## src/rtl/bbb_pkg.sv

```systemverilog
// ----------------------------------------------------------------------------
// bbb_pkg
// Shared types, codes and constants of the 3x3 box blur blend filter.
// ----------------------------------------------------------------------------
`timescale 1ns / 1ps

package bbb_pkg;

    // default geometry limits
    localparam int MAX_WIDTH_DEF  = 1024;
    localparam int MAX_HEIGHT_DEF = 1024;

    // item kinds carried on tuser
    localparam logic OP_PIXEL = 1'b0;
    localparam logic OP_DRAIN = 1'b1;

    // register map (word index)
    localparam logic [1:0] REG_WIDTH    = 2'd0;
    localparam logic [1:0] REG_HEIGHT   = 2'd1;
    localparam logic [1:0] REG_STRENGTH = 2'd2;

    // register fields and reset values
    localparam int         DIM_W        = 11;
    localparam int         STR_W        = 6;
    localparam logic [DIM_W-1:0] WIDTH_RST    = 11'd640;
    localparam logic [DIM_W-1:0] HEIGHT_RST   = 11'd480;
    localparam logic [STR_W-1:0] STRENGTH_RST = 6'd1;

    // channel sums and reciprocal divide
    localparam int SUM_W       = 12;
    localparam int CNT_W       = 4;
    localparam int RECIP_W     = 19;
    localparam int RECIP_SHIFT = 18;
    localparam int PIX_MAX     = 255;

    // ceil(2^18 / n): exact truncated quotient for sums below 2296
    function automatic logic [RECIP_W-1:0] recip(input logic [CNT_W-1:0] n);
        logic [RECIP_W-1:0] r;
        begin
            case (n)
                4'd1:    r = 19'd262144;
                4'd2:    r = 19'd131072;
                4'd3:    r = 19'd87382;
                4'd4:    r = 19'd65536;
                4'd5:    r = 19'd52429;
                4'd6:    r = 19'd43691;
                4'd7:    r = 19'd37450;
                4'd8:    r = 19'd32768;
                4'd9:    r = 19'd29128;
                default: r = 19'd262144;
            endcase
            return r;
        end
    endfunction

    // control from the sequencer to each channel lane
    typedef struct packed {
        logic                    clr;
        logic                    acc;
        logic                    centre;
        logic                    div_en;
        logic [RECIP_W-1:0]      recip;
        logic signed [STR_W-1:0] strength;
    } lane_ctl_t;

endpackage

```

## src/rtl/bbb_lane.sv

```systemverilog
// ----------------------------------------------------------------------------
// bbb_lane
// One colour channel: neighbourhood sum, reciprocal divide and blend/clamp.
// ----------------------------------------------------------------------------
`timescale 1ns / 1ps

module bbb_lane (
    input  logic              clk,
    input  bbb_pkg::lane_ctl_t ctl,
    input  logic [7:0]        tap,
    output logic [7:0]        result
);

    logic [bbb_pkg::SUM_W-1:0]                     sum_reg;
    logic [7:0]                                    centre_reg;
    logic [7:0]                                    avg_reg;
    logic [bbb_pkg::SUM_W+bbb_pkg::RECIP_W-1:0]    quot;
    logic signed [8:0]                             diff;
    logic signed [14:0]                            prod;
    logic signed [15:0]                            blend;

    // accumulate taps, then divide by multiplying with the reciprocal
    assign quot = ctl.recip * sum_reg;

    always_ff @(posedge clk)
    begin
        if (ctl.clr)
        begin
            sum_reg <= '0;
        end
        else if (ctl.acc)
        begin
            sum_reg <= sum_reg + bbb_pkg::SUM_W'(tap);
        end
        if (ctl.centre)
        begin
            centre_reg <= tap;
        end
        if (ctl.div_en)
        begin
            avg_reg <= quot[bbb_pkg::RECIP_SHIFT +: 8];
        end
    end

    // centre + (mean - centre) * strength, clamped to a byte
    assign diff  = $signed({1'b0, avg_reg}) - $signed({1'b0, centre_reg});
    assign prod  = diff * ctl.strength;
    assign blend = $signed({8'd0, centre_reg}) + 16'(prod);

    always_comb
    begin
        if (blend < 0)
        begin
            result = '0;
        end
        else if (blend > 16'(bbb_pkg::PIX_MAX))
        begin
            result = 8'(bbb_pkg::PIX_MAX);
        end
        else
        begin
            result = blend[7:0];
        end
    end

endmodule

```

## config.mk

```make
export PLATFORM = sky130hd
export DESIGN_NAME = bbb_lane
export DESIGN_NICKNAME = d
export VERILOG_FILES = /design/src/rtl/bbb_pkg.sv /design/src/rtl/bbb_lane.sv
export SDC_FILE = /design/constraint.sdc
export NUM_CORES = 1
export LEC_CHECK = 0
export BUFFER_PORTS_ARGS = -buffer_cell sky130_fd_sc_hd__buf_2
export CORE_ASPECT_RATIO = 0.7
export CORE_MARGIN = 4
export CORE_UTILIZATION = 55
export CTS_CLUSTER_DIAMETER = 80
export DETAILED_ROUTE_END_ITERATION = 6
export PLACE_DENSITY = 0.73
export SYNTH_ARGS = -nofsm -noshare
export SYNTH_HDL_FRONTEND = slang
export SYNTH_SLANG_ARGS = --single-unit
export TNS_END_PERCENT = 20
```

## constraint.sdc

```tcl
create_clock -name clk -period 7.6 [get_ports clk]
set_input_delay 0.76 -clock clk [delete_from_list [all_inputs] [get_ports clk]]
set_output_delay 0.76 -clock clk [all_outputs]
set_load 0.01 [all_outputs]
```

# Word level (Yosys, flattened, before mapping)
# Cells that the tools add are included.
[word_totals] reg_bits=28 inputBits=38 output_inout_bits=8 word_cells=12
[classes] addsub=3 n_mul=2 magnitude_cmp=2 muxes=2
[ops] op="$mul A19 B12 Y26" count=1
[ops] op="$add A9 B15 Y16" count=1
[ops] op="$gt A16 B9 Y1 const B" count=1
[ops] op="$lt A16 B1 Y1 const B" count=1
[ops] op="$mux W8" count=2
[ops] op="$mul A9 B6 Y15" count=1
[ops] op="$add A12 B8 Y12" count=1
[ops] op="$sub A8 B8 Y9" count=1

# Depth between registers and ports, before layout
[depth] ltp_word=6 ltp_mapped=25 depth_no_buf=25

# Worst setup path before layout
# OpenSTA, ideal clock, no wires.
[synth_timing] kind="register -> output" startpoint="register centre_reg[1]" endpoint="output port result[0]" t_arrival_ps=6026 required_time_ps=6840 setup_slack_ps=814 stages_incl_launch_ff=25 path_buffers=0 path_cell_list="edfxtp_1 inv_1 ha_1 nor2b_1 o21ai_0 a21boi_0 o21ai_0 a21oi_1 o21a_1 or3b_2 fa_1 inv_1 fa_1 fa_1 inv_1 fa_1 inv_1 ha_1 o21ai_0 o21bai_1 and4bb_2 nor3_1 or3_1 a31oi_2 a21oi_1"
[synth_via] elab_chain_cells=6
[synth_rtl] element="start: declaration" line="bbb_lane.sv:15" rtl="logic [7:0] centre_reg;"
[synth_rtl] element="start signal: assignment" line="bbb_lane.sv:37" rtl="centre_reg <= tap;"
[synth_rtl] element="$sub A8 B8 Y9" line="bbb_lane.sv:46" rtl="assign diff = $signed({1'b0, avg_reg}) - $signed({1'b0, centre_reg});"
[synth_rtl] element="$mul A9 B6 Y15" line="bbb_lane.sv:47" rtl="assign prod = diff * ctl.strength;"
[synth_rtl] element="$add A9 B15 Y16 (*)" line="bbb_lane.sv:48" rtl="assign blend = $signed({8'd0, centre_reg}) + 16'(prod);"
[synth_rtl] element="$gt A16 B9 Y1" line="bbb_lane.sv:56" rtl="else if (blend > 16'(bbb_pkg::PIX_MAX))"
[synth_rtl] element="$mux W8" line="bbb_lane.sv:56"
[synth_rtl] element="$mux W8 (*)" line="bbb_lane.sv:52" rtl="if (blend < 0)"
[synth_rtl] element="end: declaration" line="bbb_lane.sv:11" rtl="output logic [7:0] result"
# Mark *: on every way between the ends. The rest lies on a longest branch, timed or not.

# Final worst setup path
[layout_timing] startpoint="register centre_reg[1]" endpoint="output port result[5]"
# Same word-level chain as after synthesis.

==> summary.txt <==
Most common cell in the synthesized netlist: inv_1
Slew at the pin closest to its max-slew limit: 1050 ps
Arrival time worst endpoint: 6560 ps
Max Cap Violations: 0
Vias: 7555
CP max-delay cell: fa_1
Layout Skew: 3.59 ps
Number of setup violations in the final report: 0
Grt ovf: 0
Post-synthesis cell type count: 62
Worst-Skew Late Latency: 270 ps
Die ar.: 0.0206 mm2
Synth Area in Adders: 0.533
Max incr delay on CP: 540 ps
Worst setup path category: reg2out
Post-Synth XOR/XNOR Area: 0.0252
Critical path buffer and inverter count: 5
Post-Syn Nets: 1480
Hold path depth: 2
Cell taking the most area after synthesis: fa_1
Gr usage total: 0.241
GP Congestion: 0.931
Worst hold path startpoint: sum_reg[4]
Clock Tree Buf Depth: 2
Vias in the first global route: 7809
Post-detail-place hpwl: 19100 um
Num rows: 41
CTS tree: yes
Final Cell Area: 0.0107 mm2
Most frequent cells after synthesis: inv_1 (245), fa_1 (209), nand2_1 (192)
DP Worst Slack: 276 ps
H-tree level count: 1
Primary FF master, synth: edfxtp_1
Antenna diodes: 0
Number of synthesis warnings: 0
Met2 routed WL: 9840 um
CTS buffer count: 3
Final antenna-violating net count: 0
CP Max Fanout: 8
Initial drt markers: 560
Metal-1 WL: 11300 um
Post-synthesis compound-gate area fraction: 0.0743
Die width: 170 um
Placed Cells: 1376
Top post-synthesis cells by area: fa_1 (42%), ha_1 (12%), inv_1 (9.1%)
Reg2reg start: sum_reg[7]
Slew HR: 0.299
Clock Tree Root: clkbuf_16
Clk slew on worst S/H paths: 70 ps
Die Y: 121 um
Total wire length: 23400 um
Post-DP Area: 0.0104 mm2
WHS Endpoint: sum_reg[4]
Port Buf Inserts: 45
Pins Over Slew Limit: 0
Layout cells sized above 1: 0.0729
Detailed-routed wire length on met3: 2040 um
Largest net degree at the start of global routing: 26
DRC errors left: 0
Reg2reg end: avg_reg[7]
Outcome: finished, final reports clean
Clock Sinks: 28
Number of synthesized flops with an enable pin: 16
FMAX: 137 MHz
Simple-gate portion of the synthesized area: 0.180
Initial antenna violation count: 0
Final nets: 1496
First-pass GRT wire length: 39500 um
Cell Count, Final, Fillers Out: 1389
Ys async rst share: 0
Critical path required time: 6840 ps
Final WS setup: 281 ps
Final Hold Fails: 0
Mux contribution to synthesized area: 0.00609
Wire per inst: 16.8 um
Cells after Synth: 1138
Via density: 5.44
Post-Syn Area: 0.0101 mm2
CP Capture Type: output pin
Seq cells post-synth: 28
HP Class: reg2reg
R2R cell count: 17
Cell mode on critical path: fa_1
CORE AREA: 0.0180 mm2
Synth-to-layout area growth: 5.98%
Critical path launch point: centre_reg[1]
Top cell type's share of synthesized area: 0.415
Crit path max-delay family: adder cells
Post-synthesis sequential area ratio: 0.0716
Reg-to-reg setup timing slack: 1510 ps
Crit share post-route: 0.963
Final min period: 7320 ps
TritonRoute pass-1 iters: 5
Largest family of logic cells by synthesized area: adder cells
Syn avg cell area: 8.85 um2
Largest register FFs: 12
Starting Density: 0.559
Top layer in use: met4
Ports: 46
Startpoint Class: register
-- final cells by class --
type                            count  area, um2
Clock buffer                        3       75.1
Clock inverter                      1       30.0
Fill cell                        1575       7330
Inverter                          246        923
Multi-Input combinational cell    817       8300
Sequential cell                    28        721
Tap cell                          236        295
Timing Repair Buffer               58        327
-- kinds of logic after synthesis --
family,after synthesis
AOI/OAI and AO/OA,105
xor gates and xnor gates,29
muxes,6
DFF,28
adders and majority gates,304
and+or+nand+nor,373
buffers and inverters,293
-- through the flow --
stage / hold slack (ps) / util / setup TNS, ps
6_report: 532 / 0.593 / 0
5_1_grt: 563 / 0.593 / -35.2
4_1_cts: 537 / 0.588 / 0
3_5_place_dp: 520 / 0.580 / 0
3_3_place_gp: 511 / 0.580 / 0
2_1_floorplan: 555 / - / 0
-- worst reg2reg max path, stage by stage, from the launching register on --
cell,delay [ps]
dfxtp_1,970
nand2_1,180
fa_1,530
fa_1,540
inv_1,50
fa_1,470
inv_1,50
fa_1,470
inv_1,50
fa_1,450
ha_1,300
nor3_1,170
nor2_1,90
a221o_1,340
o31a_1,350
o41ai_4,370
mux2i_1,160
a2111oi_2,370
-- routing by layer --
metal	vias to the layer above	GRT usage
met5	-	0
met4	0	0.0322
met3	24	0.0456
met2	282	0.354
met1	3744	0.382
li1	3505	-
-- worst max path at each step --
stage                            to  slack (ps)  depth (start not counted)
after floorplan           result[0]         810                         24
after global placement    result[3]         400                         25
after detailed placement  result[2]         280                         25
after CTS                 result[1]          30                         26
after global routing      result[4]         -20                         26
final                     result[5]         280                         25
-- timing repair --
item,4_1_cts,5_1_grt
resized for setup,4,15
setup endpoints to repair,8,8
setup buffers,1,8
hold buffers,0,0
pin swaps,0,7
-- placed cells by master, fill, tap and decap left out, types with 4 or more instances in the layout --
cell type / count
nor3_1: 16
a21o_1: 8
buf_4: 12
nor3b_1: 5
nand2b_1: 8
mux2i_1: 5
nand2_1: 192
fa_1: 208
buf_2: 45
inv_1: 245
o21ai_0: 15
nor2_1: 24
edfxtp_1: 16
nor2b_1: 15
a211oi_1: 5
and2_1: 79
o21ai_1: 6
dfxtp_1: 12
xor2_1: 8
ha_1: 94
a21oi_1: 22
or3_1: 4
o21a_1: 9
xnor2_1: 19
nor4b_1: 4
o31a_1: 4
nand3_1: 5
Power is left out: the tool's default activity adds up to more than one toggle a clock period on the data nets, which glitch-free logic cannot reach.
